===== config.mk =====
export PLATFORM = sky130hd
export DESIGN_NAME = adc_trimmed_mean_voltage_unit
export DESIGN_NICKNAME = d
export VERILOG_FILES = /design/src/rtl/core/atmv_pkg.sv /design/src/rtl/core/atmv_front.sv /design/src/rtl/core/atmv_queue.sv /design/src/rtl/core/atmv_back.sv /design/src/rtl/core/adc_trimmed_mean_voltage_unit.sv
export SDC_FILE = /design/constraint.sdc
export NUM_CORES = 1
export LEC_CHECK = 0
export BUFFER_PORTS_ARGS = -buffer_cell sky130_fd_sc_hd__buf_2
export CAP_MARGIN = 5
export CORE_UTILIZATION = 45
export DETAILED_ROUTE_END_ITERATION = 7
export PLACE_DENSITY_LB_ADDON = 0.08
export SYNTH_ARGS = -nofsm -noshare
export SYNTH_HDL_FRONTEND = slang
export SYNTH_SLANG_ARGS = --single-unit

===== constraint.sdc =====
create_clock -name clk_i -period 6.4 [get_ports clk_i]
set_clock_uncertainty 0.2 [all_clocks]
set_input_delay 1.6 -clock clk_i [delete_from_list [all_inputs] [get_ports clk_i]]
set_output_delay 1.6 -clock clk_i [all_outputs]
set_load 0.005 [all_outputs]

===== src/rtl/core/atmv_pkg.sv =====
// ----------------------------------------------------------------------------
// atmv_pkg
// Shared types and constants of the trimmed-mean ADC voltage unit.
// ----------------------------------------------------------------------------
package atmv_pkg;

  // Burst geometry
  localparam int unsigned SAMPLES_PER_CHANNEL = 7;
  localparam int unsigned CHANNELS            = 3;

  // Field widths
  localparam int unsigned SAMPLE_W = 12;
  localparam int unsigned SUM_W    = 15;
  localparam int unsigned SEEN_W   = 3;
  localparam int unsigned CH_W     = 2;
  localparam int unsigned VOLT_W   = 13;
  localparam int unsigned REF_W    = 10;
  localparam int unsigned GAIN_W   = 3;
  localparam int unsigned FLOOR_W  = 10;
  localparam int unsigned SCALE_W  = REF_W;
  localparam int unsigned SCALE_SH = 12;

  // Configuration port
  localparam int unsigned CFG_IDX_W  = 2;
  localparam int unsigned CFG_DATA_W = 10;

  localparam logic [CFG_IDX_W-1:0] CFG_REF_VOLTAGE = 2'd0;
  localparam logic [CFG_IDX_W-1:0] CFG_FIRST_GAIN  = 2'd1;
  localparam logic [CFG_IDX_W-1:0] CFG_ZERO_FLOOR  = 2'd2;

  localparam logic [REF_W-1:0]   REF_VOLTAGE_RST = 10'd330;
  localparam logic [GAIN_W-1:0]  FIRST_GAIN_RST  = 3'd3;
  localparam logic [FLOOR_W-1:0] ZERO_FLOOR_RST  = 10'd100;

  // Trimmed divide: mean = (trimmed * DIV_RECIP) >> DIV_SHIFT, exact for 15-bit inputs
  localparam int unsigned TRIM_DIV  = SAMPLES_PER_CHANNEL - 2;
  localparam int unsigned DIV_SHIFT = 20;
  localparam int unsigned RECIP_W   = DIV_SHIFT + 1;
  localparam logic [RECIP_W-1:0] DIV_RECIP =
      RECIP_W'(((2 ** DIV_SHIFT) + TRIM_DIV - 1) / TRIM_DIV);
  localparam int unsigned DIV_PROD_W = SUM_W + RECIP_W;

  localparam logic [SEEN_W-1:0] SEEN_LAST = SEEN_W'(SAMPLES_PER_CHANNEL);
  localparam logic [CH_W-1:0]   CH_LAST   = CH_W'(CHANNELS - 1);

  // Queue between front and back
  localparam int unsigned QUEUE_DEPTH = 2;
  localparam int unsigned QUEUE_AW    = 1;
  localparam int unsigned QUEUE_CNT_W = 2;

  typedef struct packed {
    logic [SAMPLE_W-1:0] sample;
    logic                start_round;
  } in_req_t;

  typedef struct packed {
    logic [CH_W-1:0]   channel;
    logic [VOLT_W-1:0] voltage;
    logic              round_done;
  } out_req_t;

  typedef struct packed {
    logic [CH_W-1:0]     channel;
    logic [SUM_W-1:0]    sum;
    logic [SAMPLE_W-1:0] largest;
    logic [SAMPLE_W-1:0] smallest;
    logic                last;
  } burst_t;

  typedef struct packed {
    logic [REF_W-1:0]   ref_voltage;
    logic [GAIN_W-1:0]  first_gain;
    logic [FLOOR_W-1:0] zero_floor;
  } cfg_t;

  typedef enum logic [1:0] {
    BK_IDLE,
    BK_DIV,
    BK_SCALE,
    BK_GAIN
  } back_state_e;

endpackage


===== src/rtl/core/atmv_front.sv =====
// ----------------------------------------------------------------------------
// atmv_front
// Burst accumulator: running sum, minimum, maximum and channel tracking.
// ----------------------------------------------------------------------------
module atmv_front (
  input  logic                clk_i,
  input  logic                rst_ni,
  input  logic                in_valid_i,
  input  atmv_pkg::in_req_t   in_req_i,
  input  logic                q_full_i,
  output logic                in_stall_o,
  output logic                push_o,
  output atmv_pkg::burst_t    burst_o
);

  logic [atmv_pkg::SUM_W-1:0]    sum_q, sum_d;
  logic [atmv_pkg::SAMPLE_W-1:0] max_q, max_d;
  logic [atmv_pkg::SAMPLE_W-1:0] min_q, min_d;
  logic [atmv_pkg::SEEN_W-1:0]   seen_q, seen_d, seen_eff, seen_inc;
  logic [atmv_pkg::CH_W-1:0]     ch_q, ch_d, ch_eff;
  logic                          accept, first, burst_end, ch_last;

  assign in_stall_o = q_full_i;
  assign accept     = in_valid_i && !q_full_i;

  always_comb begin
    seen_eff  = in_req_i.start_round ? '0 : seen_q;
    ch_eff    = in_req_i.start_round ? '0 : ch_q;
    first     = (seen_eff == '0);
    seen_inc  = seen_eff + atmv_pkg::SEEN_W'(1);
    burst_end = (seen_inc == atmv_pkg::SEEN_LAST);
    ch_last   = (ch_eff == atmv_pkg::CH_LAST);

    if (first) begin
      sum_d = atmv_pkg::SUM_W'(in_req_i.sample);
      max_d = in_req_i.sample;
      min_d = in_req_i.sample;
    end else begin
      sum_d = sum_q + atmv_pkg::SUM_W'(in_req_i.sample);
      max_d = (in_req_i.sample > max_q) ? in_req_i.sample : max_q;
      min_d = (in_req_i.sample < min_q) ? in_req_i.sample : min_q;
    end

    if (burst_end) begin
      seen_d = '0;
      ch_d   = ch_last ? '0 : ch_eff + atmv_pkg::CH_W'(1);
    end else begin
      seen_d = seen_inc;
      ch_d   = ch_eff;
    end
  end

  assign push_o           = accept && burst_end;
  assign burst_o.channel  = ch_eff;
  assign burst_o.sum      = sum_d;
  assign burst_o.largest  = max_d;
  assign burst_o.smallest = min_d;
  assign burst_o.last     = ch_last;

  always_ff @(posedge clk_i or negedge rst_ni) begin
    if (!rst_ni) begin
      sum_q  <= '0;
      max_q  <= '0;
      min_q  <= '0;
      seen_q <= '0;
      ch_q   <= '0;
    end else if (accept) begin
      sum_q  <= sum_d;
      max_q  <= max_d;
      min_q  <= min_d;
      seen_q <= seen_d;
      ch_q   <= ch_d;
    end
  end

endmodule


===== src/rtl/core/atmv_queue.sv =====
// ----------------------------------------------------------------------------
// atmv_queue
// Two-entry queue of finished bursts between accumulator and converter.
// ----------------------------------------------------------------------------
module atmv_queue (
  input  logic                   clk_i,
  input  logic                   rst_ni,
  input  logic                   push_i,
  input  atmv_pkg::burst_t       push_data_i,
  input  logic                   pop_i,
  output atmv_pkg::burst_t       pop_data_o,
  output logic                   empty_o,
  output logic                   full_o
);

  atmv_pkg::burst_t                 mem_q [atmv_pkg::QUEUE_DEPTH];
  logic [atmv_pkg::QUEUE_AW-1:0]    wr_ptr_q, rd_ptr_q;
  logic [atmv_pkg::QUEUE_CNT_W-1:0] cnt_q;
  logic                             do_push, do_pop;

  assign empty_o    = (cnt_q == '0);
  assign full_o     = (cnt_q == atmv_pkg::QUEUE_CNT_W'(atmv_pkg::QUEUE_DEPTH));
  assign do_push    = push_i && !full_o;
  assign do_pop     = pop_i && !empty_o;
  assign pop_data_o = mem_q[rd_ptr_q];

  always_ff @(posedge clk_i) begin
    if (do_push) begin
      mem_q[wr_ptr_q] <= push_data_i;
    end
  end

  always_ff @(posedge clk_i or negedge rst_ni) begin
    if (!rst_ni) begin
      wr_ptr_q <= '0;
      rd_ptr_q <= '0;
      cnt_q    <= '0;
    end else begin
      if (do_push) begin
        wr_ptr_q <= wr_ptr_q + atmv_pkg::QUEUE_AW'(1);
      end
      if (do_pop) begin
        rd_ptr_q <= rd_ptr_q + atmv_pkg::QUEUE_AW'(1);
      end
      case ({do_push, do_pop})
        2'b10:   cnt_q <= cnt_q + atmv_pkg::QUEUE_CNT_W'(1);
        2'b01:   cnt_q <= cnt_q - atmv_pkg::QUEUE_CNT_W'(1);
        default: cnt_q <= cnt_q;
      endcase
    end
  end

endmodule


===== src/rtl/core/atmv_back.sv =====
// ----------------------------------------------------------------------------
// atmv_back
// Burst converter: trim, divide, scale by reference, gain, floor, output reg.
// ----------------------------------------------------------------------------
module atmv_back (
  input  logic                clk_i,
  input  logic                rst_ni,
  input  atmv_pkg::cfg_t      cfg_i,
  input  logic                q_empty_i,
  input  atmv_pkg::burst_t    q_data_i,
  output logic                pop_o,
  output logic                out_valid_o,
  input  logic                out_stall_i,
  output atmv_pkg::out_req_t  out_req_o
);

  atmv_pkg::back_state_e state_q, state_d;

  logic [atmv_pkg::SUM_W-1:0]      trim_q;
  logic [atmv_pkg::SAMPLE_W-1:0]   mean_q;
  logic [atmv_pkg::SCALE_W-1:0]    scaled_q;
  logic [atmv_pkg::CH_W-1:0]       ch_q;
  logic                            last_q;
  logic                            out_valid_q;
  atmv_pkg::out_req_t              out_q;

  logic [atmv_pkg::DIV_PROD_W-1:0]                  div_prod;
  logic [atmv_pkg::REF_W+atmv_pkg::SAMPLE_W-1:0]    scale_prod;
  logic [atmv_pkg::VOLT_W-1:0]                      volt_raw, volt_fin;
  logic                                             out_free, load_out, pop;

  assign out_free = !out_valid_q || !out_stall_i;

  // Next state
  always_comb begin
    state_d = state_q;
    case (state_q)
      atmv_pkg::BK_IDLE:  if (!q_empty_i) state_d = atmv_pkg::BK_DIV;
      atmv_pkg::BK_DIV:   state_d = atmv_pkg::BK_SCALE;
      atmv_pkg::BK_SCALE: state_d = atmv_pkg::BK_GAIN;
      atmv_pkg::BK_GAIN: begin
        if (out_free) begin
          state_d = q_empty_i ? atmv_pkg::BK_IDLE : atmv_pkg::BK_DIV;
        end
      end
      default:            state_d = atmv_pkg::BK_IDLE;
    endcase
  end

  // Outputs of the sequencer
  always_comb begin
    load_out = 1'b0;
    pop      = 1'b0;
    case (state_q)
      atmv_pkg::BK_IDLE: pop = !q_empty_i;
      atmv_pkg::BK_GAIN: begin
        load_out = out_free;
        pop      = out_free && !q_empty_i;
      end
      default: begin
        load_out = 1'b0;
        pop      = 1'b0;
      end
    endcase
  end

  assign pop_o = pop;

  // Datapath
  always_comb begin
    div_prod   = atmv_pkg::DIV_PROD_W'(trim_q) * atmv_pkg::DIV_PROD_W'(atmv_pkg::DIV_RECIP);
    scale_prod = (atmv_pkg::REF_W + atmv_pkg::SAMPLE_W)'(cfg_i.ref_voltage)
               * (atmv_pkg::REF_W + atmv_pkg::SAMPLE_W)'(mean_q);
    if (ch_q == '0) begin
      volt_raw = atmv_pkg::VOLT_W'(scaled_q) * atmv_pkg::VOLT_W'(cfg_i.first_gain);
    end else begin
      volt_raw = atmv_pkg::VOLT_W'(scaled_q);
    end
    volt_fin = (volt_raw < atmv_pkg::VOLT_W'(cfg_i.zero_floor)) ? '0 : volt_raw;
  end

  always_ff @(posedge clk_i) begin
    if (pop) begin
      trim_q <= q_data_i.sum - atmv_pkg::SUM_W'(q_data_i.largest)
                             - atmv_pkg::SUM_W'(q_data_i.smallest);
      ch_q   <= q_data_i.channel;
      last_q <= q_data_i.last;
    end
    if (state_q == atmv_pkg::BK_DIV) begin
      mean_q <= div_prod[atmv_pkg::DIV_SHIFT +: atmv_pkg::SAMPLE_W];
    end
    if (state_q == atmv_pkg::BK_SCALE) begin
      scaled_q <= scale_prod[atmv_pkg::SCALE_SH +: atmv_pkg::SCALE_W];
    end
    if (load_out) begin
      out_q.channel    <= ch_q;
      out_q.voltage    <= volt_fin;
      out_q.round_done <= last_q;
    end
  end

  always_ff @(posedge clk_i or negedge rst_ni) begin
    if (!rst_ni) begin
      state_q     <= atmv_pkg::BK_IDLE;
      out_valid_q <= 1'b0;
    end else begin
      state_q <= state_d;
      if (load_out) begin
        out_valid_q <= 1'b1;
      end else if (!out_stall_i) begin
        out_valid_q <= 1'b0;
      end
    end
  end

  assign out_valid_o = out_valid_q;
  assign out_req_o   = out_q;

endmodule


===== src/rtl/core/adc_trimmed_mean_voltage_unit.sv =====
// ----------------------------------------------------------------------------
// adc_trimmed_mean_voltage_unit
// Trimmed-mean voltage monitor for a round of multiplexed ADC channels.
// ----------------------------------------------------------------------------
// Raw 12-bit samples arrive as requests on the input channel, a burst of
// SAMPLES_PER_CHANNEL samples per channel, channels visited in turn from 0 to
// CHANNELS-1; a request with start_round set opens a fresh burst on channel 0
// and drops any partial burst. The front accumulator takes one sample request
// per cycle while the queue is not full, keeping sum, minimum and maximum, and
// on a burst's last sample hands it to a two-entry queue. The back converter
// pops a burst, removes the extremes, divides by SAMPLES_PER_CHANNEL-2 with a
// reciprocal multiply, multiplies by ref_voltage and shifts right by 12,
// applies first_channel_gain on channel 0 and forces values under zero_floor
// to zero. Each burst passes the states BK_DIV (divide multiply), BK_SCALE
// (reference multiply) and BK_GAIN (gain and floor, held while the output
// register is stalled); from BK_IDLE the queue is popped first. The input
// stalls only when two finished bursts wait in the queue, which happens when
// the output side stalls. A result request carries channel, voltage in 10 mV
// units and round_done on the last channel of the round. It sits in an
// output register until taken. Configuration registers must be written by
// the user through the plain write port only while the unit is idle; the
// block does not enforce this. Indexes beyond the register list are ignored.
// ----------------------------------------------------------------------------
module adc_trimmed_mean_voltage_unit (
  input  logic                              clk_i,
  input  logic                              rst_ni,
  input  logic                              cfg_we_i,
  input  logic [atmv_pkg::CFG_IDX_W-1:0]    cfg_idx_i,
  input  logic [atmv_pkg::CFG_DATA_W-1:0]   cfg_data_i,
  input  logic                              in_valid_i,
  output logic                              in_stall_o,
  input  atmv_pkg::in_req_t                 in_req_i,
  output logic                              out_valid_o,
  input  logic                              out_stall_i,
  output atmv_pkg::out_req_t                out_req_o
);

  atmv_pkg::cfg_t      cfg_q;
  atmv_pkg::burst_t    front_burst, queue_burst;
  logic                q_push, q_full, q_empty, q_pop;

  // Configuration registers; writes beyond the list are dropped.
  always_ff @(posedge clk_i or negedge rst_ni) begin
    if (!rst_ni) begin
      cfg_q.ref_voltage <= atmv_pkg::REF_VOLTAGE_RST;
      cfg_q.first_gain  <= atmv_pkg::FIRST_GAIN_RST;
      cfg_q.zero_floor  <= atmv_pkg::ZERO_FLOOR_RST;
    end else if (cfg_we_i) begin
      case (cfg_idx_i)
        atmv_pkg::CFG_REF_VOLTAGE: cfg_q.ref_voltage <= cfg_data_i[atmv_pkg::REF_W-1:0];
        atmv_pkg::CFG_FIRST_GAIN:  cfg_q.first_gain  <= cfg_data_i[atmv_pkg::GAIN_W-1:0];
        atmv_pkg::CFG_ZERO_FLOOR:  cfg_q.zero_floor  <= cfg_data_i[atmv_pkg::FLOOR_W-1:0];
        default:                   cfg_q <= cfg_q;
      endcase
    end
  end

  // Front: accept samples and close bursts
  atmv_front u_front (
    .clk_i      (clk_i),
    .rst_ni     (rst_ni),
    .in_valid_i (in_valid_i),
    .in_req_i   (in_req_i),
    .q_full_i   (q_full),
    .in_stall_o (in_stall_o),
    .push_o     (q_push),
    .burst_o    (front_burst)
  );

  // Queue: hold finished bursts so each side stalls on its own
  atmv_queue u_queue (
    .clk_i       (clk_i),
    .rst_ni      (rst_ni),
    .push_i      (q_push),
    .push_data_i (front_burst),
    .pop_i       (q_pop),
    .pop_data_o  (queue_burst),
    .empty_o     (q_empty),
    .full_o      (q_full)
  );

  // Back: convert one burst into a voltage result
  atmv_back u_back (
    .clk_i       (clk_i),
    .rst_ni      (rst_ni),
    .cfg_i       (cfg_q),
    .q_empty_i   (q_empty),
    .q_data_i    (queue_burst),
    .pop_o       (q_pop),
    .out_valid_o (out_valid_o),
    .out_stall_i (out_stall_i),
    .out_req_o   (out_req_o)
  );

endmodule


======== After elaboration in Yosys (flattened, before gate mapping) ========
Memories as Yosys holds them, arrays and structs flattened.
Index checks and enable logic that the tools add are counted.
word-level totals
  register bits ........................... 130
  bits in latches ......................... 0
  bits in writable memories ............... 84
  bits in read-only memories .............. 0
  input bits .............................. 30
  output and inout port bits .............. 18
  logic and storage cells ................. 92
  memories ................................ 1
operators by class
  add/sub/neg operators ................... 9
  $mul .................................... 3
  divide/modulo/power cells ............... 0
  order comparisons ....................... 3
  equality and inequality tests ........... 13
  shifts and indexed selects .............. 0
  multiplexer cells ....................... 22
  bitwise operators ....................... 0
  reductions and logical operators ........ 20
memory list
  name           words  bits a word  read ports  clocked after memory_dff  write ports  line              text
  u_queue.mem_q  2      42           1           0                         1            atmv_queue.sv:16  atmv_pkg::burst_t mem_q [atmv_pkg::QUEUE_DEPTH];
operators with widths
  kind                                                                    count
  12-bit two-way mux                                                      4
  15-bit by 16-bit multiplier with 30-bit output (second input constant)  1
  15-bit by 12-bit subtractor with 15-bit output                          2
  10-bit by 12-bit multiplier with 22-bit output                          1
  15-bit by 12-bit adder with 15-bit output                               1
  15-bit two-way mux                                                      1
  13-bit by 10-bit less-than comparator with 1-bit output                 1
  10-bit by 3-bit multiplier with 13-bit output                           1
  13-bit two-way mux                                                      1
  2-bit == test (second input constant)                                   6
  12-bit greater-than comparator                                          1
  12-bit less-than comparator                                             1
  2-bit two-way mux                                                       5
  2-bit logical NOT                                                       4
  2-bit case mux with 4 select lines                                      1
  2-bit AND reduction                                                     4
  2-bit by 1-bit == test with 1-bit output (second input constant)        3
  1-bit two-way mux                                                       6
  3-bit two-way mux                                                       2
  1-bit logical AND                                                       5
  2-bit by 1-bit adder with 2-bit output (second input constant)          2
  1-bit logical NOT                                                       4
  2-bit by 1-bit != test with 1-bit output (second input constant)        2
  2-bit case mux with 2 select lines                                      1
  9 further kinds                                                         10

======== Depth between registers and ports, before layout ========
Gate-level depths: netlist (run 1).
  depth after elaboration ................. 7
  gate-level depth with buffers ........... 20
  mapped depth without buffers ............ 20

======== Hierarchy ========
From an unflattened synthesis (run 1), not the netlist that was laid out.
unflattened totals
  cell total of the unflattened synthesis .. 1,747
  area total of the unflattened synthesis .. 19,063.3 sq um
by module, submodules not included
  module                         times used  cells each  area each (sq um)  sequential area each (sq um)
  atmv_back                      1           1,121       11,130.7           1,756.7
  atmv_front                     1           426         3,569.7            1,101.1
  atmv_queue                     1           149         3,429.5            2,622.5
  adc_trimmed_mean_voltage_unit  1           51          933.4              586.8

======== Worst setup path after synthesis (run 1) ========
Ideal clock, no wire load.
  kind .................................... register to register
  from .................................... register cfg_q[16] in the netlist's numbering
  to ...................................... register u_back.scaled_q[4] in the netlist's numbering (data pin)
  setup time .............................. 0.262 ns
  data arrival time ....................... 5.121 ns
  required time ........................... 5.938 ns
  path slack .............................. 0.817 ns
  stages on the path, launching flop included .. 19
  buffers on the path ..................... 1
  clock period less this slack ............ 5.583 ns
  cells stage by stage .................... dfstp_2 > clkbuf_1 > nand2_1 > fa_1 > inv_1 > fa_1 > fa_1 > fa_1 > inv_1 > fa_1 > inv_1 > ha_1 > a21o_1 > a21o_1 > a21oi_1 > o211ai_1 > a221oi_1 > o21bai_1 > xor2_1
between the ends
  word-level cells in the longest chain between the ends .. 1
ends and longest elaborated chain
  item                                            line                                 text
  start, declared                                 adc_trimmed_mean_voltage_unit.sv:38  atmv_pkg::cfg_t cfg_q;
  start signal, assigned                          adc_trimmed_mean_voltage_unit.sv:53  default: cfg_q <= cfg_q;
  10-bit by 12-bit multiplier with 22-bit output  atmv_back.sv:73                      * (atmv_pkg::REF_W + atmv_pkg::SAMPLE_W)'(mean_q);
  via u_back.scale_prod, one bit                  atmv_back.sv:28                      logic [atmv_pkg::REF_W+atmv_pkg::SAMPLE_W-1:0] scale_prod;
  end signal, assigned                            atmv_back.sv:93                      scaled_q <= scale_prod[atmv_pkg::SCALE_SH +: atmv_pkg::SCALE_W];
  end, declared                                   atmv_back.sv:21                      logic [atmv_pkg::SCALE_W-1:0] scaled_q;
The timed path passes the listed nets, and every way through them passes these cells.
A chain may end at the register's enable or synchronous reset.

======== Worst setup path after layout (run 1) ========
  from .................................... register u_back.trim_q[9] in the netlist's numbering
  to ...................................... register u_back.mean_q[11] in the netlist's numbering (data pin)
between the ends
  word-level cells in the longest chain between the ends .. 1
ends and longest elaborated chain
  item                                            line             text
  start, declared                                 atmv_back.sv:19  logic [atmv_pkg::SUM_W-1:0] trim_q;
  start signal, assigned                          atmv_back.sv:84  trim_q <= q_data_i.sum - atmv_pkg::SUM_W'(q_data_i.largest)
  15-bit by 16-bit multiplier with 30-bit output  atmv_back.sv:71  div_prod = atmv_pkg::DIV_PROD_W'(trim_q) * atmv_pkg::DIV_PROD_W'(atmv_pkg::DIV_RECIP);
  via u_back.div_prod, one bit                    atmv_back.sv:27  logic [atmv_pkg::DIV_PROD_W-1:0] div_prod;
  end signal, assigned                            atmv_back.sv:90  mean_q <= div_prod[atmv_pkg::DIV_SHIFT +: atmv_pkg::SAMPLE_W];
  end, declared                                   atmv_back.sv:20  logic [atmv_pkg::SAMPLE_W-1:0] mean_q;
The timed path passes the listed nets, and every way through them passes these cells.

==> results.json, run 1 <==
{
  "status": "complete, no violations",
  "crit_path_start_kind": "flip-flop",
  "htree_levels": 1,
  "clock_sinks": 214,
  "drt_iter0_drc": 574,
  "worst-setup-path-type": "reg2reg",
  "syn_avg_cell_area_um2": 11.0,
  "dp_hpwl_um": 31700,
  "numCtsBuffers": 26,
  "synth_cell_type_count": 66,
  "min_path_type": "reg2reg",
  "slowest_delay_ns": 0.56,
  "setup-tns-final_ns": 0,
  "cts_root_buf": "clkbuf_16",
  "cp_data_required_time_ns": 6.49,
  "ys_async_sr_fraction_pct": 34.6,
  "nNetsFinal": 2168,
  "syn2layout_area_growth_pct": 8.85,
  "synth-seq-area-share_pct": 32.6,
  "drv_slew": 0,
  "nFillCells": 3724,
  "die-height_um": 205,
  "synth_warnings": 0,
  "final-setup-viol-count": 0,
  "worstSetupEndpoint": "u_back.mean_q[11]",
  "path_clk_slew_ns": 0.06,
  "worst_pin_slew_ns": 0.971,
  "viasPerCell": 5.23,
  "worst_setup_path_end_kind": "flip-flop",
  "cpMostUsedCell": "fa_1",
  "drt_first_pass_iters": 4,
  "drive_gt1_share_pct": 13.2,
  "wl_per_cell_um": 17.2,
  "critPathMaxFanout": 6,
  "r2r_slack_ns": 0.52,
  "critical_path_depth": 17,
  "wl_um": 39400,
  "r2r-end": "u_back.mean_q[11]",
  "grt_max_degree": 39,
  "finalCritPeriodShare_pct": 91.9,
  "maxCapViolations": 0,
  "grt_pass1_wl_um": 64300,
  "min_period_ns": 5.88,
  "place.gp.congestion": 0.856,
  "io_buffers": 47,
  "rsz0062_at_grt": "no",
  "synthFlopType": "edfxtp_1",
  "max_freq_mhz": 170,
  "syn-num-nets": 2122,
  "cp.arrival_ns": 5.97,
  "antenna_found_initial": 0,
  "grtUsageTotal_pct": 19.4,
  "postCtsHoldBufs": 0,
  "synth-seq-cells": 214,
  "post-cts-setup-buffers": 0,
  "reg2reg_depth": 17,
  "synth_area_um2": 18600,
  "slew_headroom_pct": 35.3,
  "num_rows": 74,
  "whs_ns": 0.219,
  "syn_inst": 1695,
  "die_w_um": 205,
  "worstSkewPairLatency_ns": 0.57,
  "globalRouteOverflowTotal": 0,
  "path_cells": "ha_1 > inv_1 > fa_1 > fa_1 > inv_1 > ha_1 > xor2_1 > fa_1 > fa_1 > ha_1 > a21oi_1 > nand2_1 > a221oi_1 > nor2_1 > o31a_1 > a21oi_1 > o211ai_1",
  "hold_violations": 0,
  "crit_family": "adder cells",
  "critPathBufInv": 2,
  "pin_count": 48,
  "synth-edff-count": 140,
  "die-area_um2": 42200,
  "first_global_vias": 12400,
  "cts_tree": "built",
  "drcViolationCount": 0,
  "start_util_pct": 45.6,
  "antenna_cells": 0,
  "drtAntennaViolNets": 0,
  "regToRegStartpoint": "u_back.trim_q[9]",
  "route.vias.total": 12000,
  "critical_path.startpoint": "u_back.trim_q[9]",
  "core_area_um2": 40800,
  "slowest_stage": "fa_1",
  "cts_resized": 0,
  "clk_path_buf_depth": 3
}
[through the flow]
step                      std cells  utilization [%]  area (um2)  setup WS [ns]
after detailed placement       2245             47.7       19500          0.548
after floorplan                1695                -       18600          0.817
after global placement         2245             47.7       19500          0.634
after global routing           2293             49.6       20300          0.184
after CTS                      2293             49.6       20300          0.513
final                          2293             49.6       20300          0.519
[synthesized netlist by cell type, types with 11 or more instances]
master,count,area [um2]
inv_1,248,931
dfrtp_1,65,1630
xor2_1,26,228
and2_1,82,513
mux2i_1,28,280
nand3_1,12,60.1
nor3_1,24,120
nor2b_1,12,75.1
nor2_1,57,214
nand2_1,128,480
edfxtp_1,140,4200
o21ai_0,38,190
clkbuf_1,35,131
fa_1,153,3060
a21o_1,29,218
a21oi_1,61,305
nand4_1,14,87.6
nand2b_1,11,68.8
xnor2_1,40,350
mux2_2,103,1160
ha_1,244,3050
[flip-flops by register name, summed over array words and instances, names as in the netlist, 2 cells and up]
name and count:
cfg_q 23, u_back.ch_q 2, u_back.mean_q 12, u_back.out_req_o 16, u_back.scaled_q 10, u_back.state_q 2
u_back.trim_q 15, u_front.ch_q 2, u_front.max_q 12, u_front.min_q 12, u_front.seen_q 3, u_front.sum_q 15
u_queue.cnt_q 2, u_queue.mem_q 84
[worst reg2reg max path: stages, from the launching register on]
cell      delay, ns
edfxtp_1       0.50
ha_1           0.35
inv_1          0.05
fa_1           0.53
fa_1           0.56
inv_1          0.04
ha_1           0.31
xor2_1         0.17
fa_1           0.52
fa_1           0.50
ha_1           0.35
a21oi_1        0.18
nand2_1        0.08
a221oi_1       0.40
nor2_1         0.12
o31a_1         0.38
a21oi_1        0.23
o211ai_1       0.13
[routing by layer]
metal	vias up	wire length, um	GRT usage, %
met5	-	0	0
met4	0	939	5.05
met3	55	916	2.17
met2	131	19200	33.9
met1	5926	18300	25.5
li1	5876	-	-
[area by class of cell]
cell class	instances	area (um2)	share of cell area, %
repair buffers	63	358	1.77
clock buffers	33	687	3.39
clock inverters	15	105	0.518
well taps	532	666	3.28
flip-flops and latches	214	6070	29.9
inverters	250	938	4.63
multi-input cells	1186	11400	56.5
[worst min path at each step]
stage	from	endpoint	slack [ns]	depth (start not counted)
after CTS	u_back.last_q	u_back.out_req_o[0]	0.22	0
after global routing	u_back.last_q	u_back.out_req_o[0]	0.22	0
after global placement	u_back.last_q	u_back.out_req_o[0]	0.22	0
after floorplan	u_back.last_q	u_back.out_req_o[0]	0.20	0
after detailed placement	u_back.last_q	u_back.out_req_o[0]	0.21	0
final	u_back.last_q	u_back.out_req_o[0]	0.22	0
[cell families after synthesis]
kind of cell / after synthesis / synth area share, %
xor+xnor: 66 / 3.10
buf+inv: 295 / 6.04
mux: 132 / 7.81
simple gates: 362 / 9.49
compound gates: 229 / 8.14
fa+ha+maj: 397 / 32.8
flops: 214 / 32.6
[cell usage in the layout, fill, tap and decap left out, types with 56 or more instances in the layout]
master	synthesis	routed
nor2_1	57	56
dfrtp_1	65	64
and2_1	82	82
mux2_2	103	103
a21oi_1	61	60
ha_1	244	244
edfxtp_1	140	140
fa_1	153	153
nand2_1	128	128
inv_1	248	248
Power of run 1 is not shown: default switching activity piles up to over one toggle a cycle in this logic, so the estimate is an artifact.
==> run 2: changes to the inputs <==
Settings changed: ABC_AREA set to 1.
==> run 2 against run 1 <==
Utilization is 0.80 points higher. Flip-flop and latch count did not move. Largest cell class unchanged. Critical endpoint is now u_back.mean_q[8]. Routed wire length grew 14%. Register-to-register slack gained 0.43 ns. Count of clock-buffer cells in the layout grew 1.
==> results.json, run 2 <==
{
  "status": "complete, no violations",
  "mostFrequentLayoutCells": "nand2_1 (528), inv_1 (443), ha_1 (244), fa_1 (153), edfxtp_1 (140)",
  "slowest_stage": "fa_1",
  "min_path_type": "reg2reg",
  "met3RoutedLength_um": 1550,
  "place_ws_ns": 0.909,
  "synth-edff-count": 140,
  "die-height_um": 210,
  "io_buffers": 47,
  "final-setup-viol-count": 0,
  "syn-num-nets": 2658,
  "max_freq_mhz": 183,
  "synthDominantCellAreaShare_pct": 21.5,
  "route.vias.total": 14200,
  "route.met2.wl_um": 20100,
  "globalRouteOverflowTotal": 0,
  "finalCritPeriodShare_pct": 85.2,
  "drt_first_pass_iters": 5,
  "grt_max_degree": 75,
  "worst-setup-path-type": "reg2reg",
  "place.gp.congestion": 0.865,
  "cp_data_required_time_ns": 6.51,
  "synth-seq-area-share_pct": 31.1,
  "mostFrequentLayoutCell": "nand2_1",
  "num_rows": 75,
  "antenna_found_initial": 0,
  "wl_um": 44900,
  "post-cts-setup-buffers": 0,
  "worstSkewPairLatency_ns": 0.57,
  "viasPerCell": 4.97,
  "seqCellArea_um2": 6070,
  "start_util_pct": 46.1,
  "postCtsHoldBufs": 0,
  "drive_gt1_share_pct": 5.57,
  "cp.arrival_ns": 5.56,
  "wl_per_cell_um": 15.7,
  "setup-tns-final_ns": 0,
  "core_area_um2": 42300,
  "slowest_delay_ns": 0.56,
  "syn2layout_area_growth_pct": 9.37,
  "ys_async_sr_fraction_pct": 34.6,
  "antenna_cells": 0,
  "htree_levels": 1,
  "synthFlopType": "edfxtp_1",
  "pin_count": 48,
  "min_period_ns": 5.45,
  "numCtsBuffers": 27,
  "synth_cell_type_count": 42,
  "yosys-top-cells-count": "nand2_1 (528), inv_1 (443), ha_1 (244)",
  "worst_pin_slew_ns": 1.01,
  "path_clk_slew_ns": 0.06,
  "synth_area_leaders": "edfxtp_1 (22%), fa_1 (16%), ha_1 (16%)",
  "clk_path_buf_depth": 3,
  "cts_root_buf": "clkbuf_16",
  "syn_inst": 2231,
  "cts_tree": "built",
  "synth-seq-cells": 214,
  "critPathMaxFanout": 5,
  "nFillCells": 4016,
  "die_w_um": 210,
  "rsz0062_at_grt": "no",
  "clock_sinks": 214,
  "drt_iter0_drc": 729,
  "path_cells": "ha_1 > inv_1 > fa_1 > fa_1 > inv_1 > ha_1 > a21o_1 > fa_1 > inv_1 > fa_1 > inv_1 > ha_1 > nand2_1 > nor2_1 > nand4_1 > o21ai_0 > nand2_1 > nand2_1 > xor2_1",
  "synth_area_um2": 19500,
  "cts_resized": 0,
  "setup_ws_ns": 0.948,
  "nNetsFinal": 2685,
  "synth_warnings": 0,
  "dp_hpwl_um": 35500,
  "slew_headroom_pct": 32.5,
  "grtUsageTotal_pct": 21.2,
  "top_layer": "met4",
  "largest_reg_flops": 84,
  "yosysMostFrequentCell": "nand2_1",
  "die-area_um2": 44200,
  "drcViolationCount": 0,
  "drv_slew": 0,
  "maxCapViolations": 0,
  "wl_met1_um": 22300,
  "yosysTopAreaCell": "edfxtp_1",
  "first_global_vias": 14400,
  "worst_setup_path_end_kind": "flip-flop",
  "largest-register": "u_queue.mem_q",
  "crit_path_start_kind": "flip-flop",
  "hold_violations": 0,
  "syn_avg_cell_area_um2": 8.75,
  "drtAntennaViolNets": 0,
  "multi_input_area_um2": 11600,
  "grt_pass1_wl_um": 74300
}
run 2: changes by cell type in the layout (fill, tap and decap cells not counted), moves of 29 or more:
cell / previous run / this run
nor2_1: 56 / 85
and2_1: 82 / 26
inv_1: 248 / 443
o21ai_0: 38 / 101
mux2_2: 103 / 0
nand2_1: 128 / 528
nand3_1: 12 / 94
a21oi_1: 60 / 93
run 2: path summary, 6_finish.rpt:
check	start	end	slack, ns	cells past startpoint
hold / removal	u_front.max_q[7]	u_front.max_q[7]	0.28	2
min in group asynchronous	rst_ni	u_back.out_valid_o	0.98	1
max in group asynchronous	rst_ni	u_queue.rd_ptr_q	4.31	1
hold reg to reg	u_front.max_q[7]	u_front.max_q[7]	0.28	2
setup reg to reg	u_back.trim_q[9]	u_back.mean_q[8]	0.95	19
setup / recovery	u_back.trim_q[9]	u_back.mean_q[8]	0.95	19
run 2: area by class of cell:
type / instances / share of cell area, %
clock buffers: 34 / 3.48
flip-flops and latches: 214 / 28.4
clock inverters: 16 / 1.38
multi-input cells: 1517 / 54.2
well taps: 577 / 3.38
repair buffers: 55 / 1.39
inverters: 443 / 7.79
run 2: stage by stage:
| step | util (%) | instance area [um2] | cells | hold slack, ns |
|---|---|---|---|---|
| 2_1_floorplan | - | 19500 | 2231 | 0.200 |
| 3_3_place_gp | 48.0 | 20300 | 2806 | 0.262 |
| 3_5_place_dp | 48.0 | 20300 | 2806 | 0.265 |
| 4_1_cts | 50.4 | 21300 | 2856 | 0.284 |
| 5_1_grt | 50.4 | 21300 | 2856 | 0.305 |
| 6_report | 50.4 | 21300 | 2856 | 0.281 |
run 2: metal layers:
metal  GRT usage, %  vias up
li1               -     7143
met1           30.7     6781
met2           34.1      220
met3           2.47       62
met4           4.81        0
met5              0        -
run 2: cell families after synthesis:
logic type | count (synthesis) | synth area share [%]
mux | 23 | 1.18
buf+inv | 500 | 9.78
compound gates | 256 | 7.36
simple gates | 777 | 16.4
flops | 214 | 31.1
fa+ha+maj | 397 | 31.3
xor+xnor | 64 | 2.87
run 2: critical path, delay by kind of cell (launching register included):
family / cells / cell delay [ns]
buf+inv: 4 / 0.18
flops: 1 / 0.48
xor+xnor: 1 / 0.06
fa+ha+maj: 7 / 3.07
simple gates: 5 / 0.54
compound gates: 2 / 0.65
Power of run 2 is left out for the same reason.
==> run 3: changes to the inputs <==
Settings changed: PLACE_DENSITY_LB_ADDON 0.08 to 0.25.
==> run 3 against run 2 <==
Setup slack worse by 0.063 ns. Via count up 2.2%. Routed wire length shrank 3.1%. Global-route usage is 0.74 points lower. Hold slack got worse by 0.048 ns. Critical path type unchanged. Largest cell class unchanged.
==> results.json, run 3 (same netlist as run 2, synthesis figures left out) <==
{
  "htree_levels": 1,
  "syn2layout_area_growth_pct": 8.31,
  "final-setup-viol-count": 0,
  "io_buffers": 47,
  "critPathMaxFanout": 5,
  "die_w_um": 210,
  "drcViolationCount": 0,
  "min_period_ns": 5.51,
  "mostFrequentLayoutCell": "nand2_1",
  "final_core_util_pct": 50.0,
  "status": "complete, no violations",
  "min_path_type": "reg2reg",
  "wl_per_cell_um": 15.2,
  "postCtsHoldBufs": 0,
  "grtUsageTotal_pct": 20.5,
  "path_cells": "ha_1 > inv_1 > fa_1 > fa_1 > inv_1 > ha_1 > a21o_1 > fa_1 > inv_1 > fa_1 > inv_1 > ha_1 > nand2_1 > nor2_1 > inv_1 > o21ai_0 > a21oi_1 > a21boi_0 > nor2_1 > nand2_1 > nand2_1",
  "fin_cells": 2853,
  "nNetsFinal": 2683,
  "path_clk_slew_ns": 0.06,
  "rsz0062_at_grt": "no",
  "critPathBufInv": 5,
  "clock_sinks": 214,
  "slowest_stage": "fa_1",
  "die-area_um2": 44200,
  "place.gp.congestion": 0.934,
  "numCtsBuffers": 26,
  "cts_root_buf": "clkbuf_16",
  "drt_iter0_drc": 849,
  "largest-register": "u_queue.mem_q",
  "die-height_um": 210,
  "core_area_um2": 42300,
  "first_global_vias": 14900,
  "worst_setup_path_end_kind": "flip-flop",
  "drt_first_pass_iters": 7,
  "grt_pass1_wl_um": 73400,
  "finalCritPeriodShare_pct": 86.2,
  "drv_slew": 0,
  "start_util_pct": 46.1,
  "worst_pin_slew_ns": 1.04,
  "whs_ns": 0.233,
  "cts_resized": 0,
  "dp_cells": 2805,
  "mostFrequentLayoutCells": "nand2_1 (528), inv_1 (443), ha_1 (244), fa_1 (153), edfxtp_1 (140)",
  "maxCapViolations": 0,
  "crit_path_start_kind": "flip-flop",
  "worstSkewPairLatency_ns": 0.56,
  "worst-setup-path-type": "reg2reg",
  "hold_violations": 0,
  "antenna_found_initial": 0,
  "drtAntennaViolNets": 0,
  "viasPerCell": 5.09,
  "wl_um": 43500,
  "antenna_cells": 0,
  "drive_gt1_share_pct": 5.27,
  "largest_reg_flops": 84,
  "clk_path_buf_depth": 3,
  "post-cts-setup-buffers": 0,
  "globalRouteOverflowTotal": 0,
  "cts_tree": "built",
  "cp_data_required_time_ns": 6.51,
  "crit_family": "adder cells",
  "cp.arrival_ns": 5.63,
  "slew_headroom_pct": 30.9,
  "grt_max_degree": 75,
  "setup-tns-final_ns": 0,
  "route.vias.total": 14500,
  "num_rows": 75,
  "cpMostUsedCell": "inv_1",
  "pin_count": 48,
  "max_freq_mhz": 181,
  "slowest_delay_ns": 0.57,
  "dp_hpwl_um": 35000
}
==> run 3: layout make-up <==
cell class                 instances  area (um2)
multi-input combinational       1517       11600
tap                              577         722
timing repair buffer              54         290
fill                            4017       21200
inverter                         443        1660
clock buffer                      34         722
sequential                       214        6070
clock inverter                    14         115
==> run 3: worst paths after layout <==
kind | startpoint | endpoint | slack, ns | cells after the start
max | u_back.trim_q[9] | u_back.mean_q[7] | 0.89 | 21
max in group asynchronous | rst_ni | u_front.min_q[9] | 4.29 | 1
min reg2reg | u_back.last_q | u_back.out_req_o[0] | 0.23 | 0
min in group asynchronous | rst_ni | u_front.seen_q[1] | 1.01 | 1
max reg2reg | u_back.trim_q[9] | u_back.mean_q[7] | 0.89 | 21
min | u_back.last_q | u_back.out_req_o[0] | 0.23 | 0
==> run 3: worst reg2reg max path: stages (launching register included) <==
cell and delay, ns:
edfxtp_1 0.48, ha_1 0.36, inv_1 0.06, fa_1 0.53, fa_1 0.57, inv_1 0.04, ha_1 0.32, a21o_1 0.20
fa_1 0.51, inv_1 0.06, fa_1 0.53, inv_1 0.04, ha_1 0.31, nand2_1 0.08, nor2_1 0.18, inv_1 0.08
o21ai_0 0.17, a21oi_1 0.12, a21boi_0 0.28, nor2_1 0.07, nand2_1 0.07, nand2_1 0.05
==> run 3: through the flow <==
step | setup slack [ns] | cell area (um2)
CTS | 0.933 | 21100
detailed placement | 0.914 | 20300
global placement | 1.00 | 20300
floorplan | 1.22 | 19500
finish | 0.885 | 21100
global route | 0.601 | 21100
==> run 3: routing by layer <==
metal | vias to the layer above | wire length, um | track usage (%)
met3 | 72 | 1850 | 1.80
li1 | 7149 | - | -
met1 | 7012 | 20200 | 28.2
met4 | 0 | 951 | 5.39
met5 | - | 0 | 0
met2 | 289 | 20500 | 34.7
Power of run 3 is left out for the same reason.
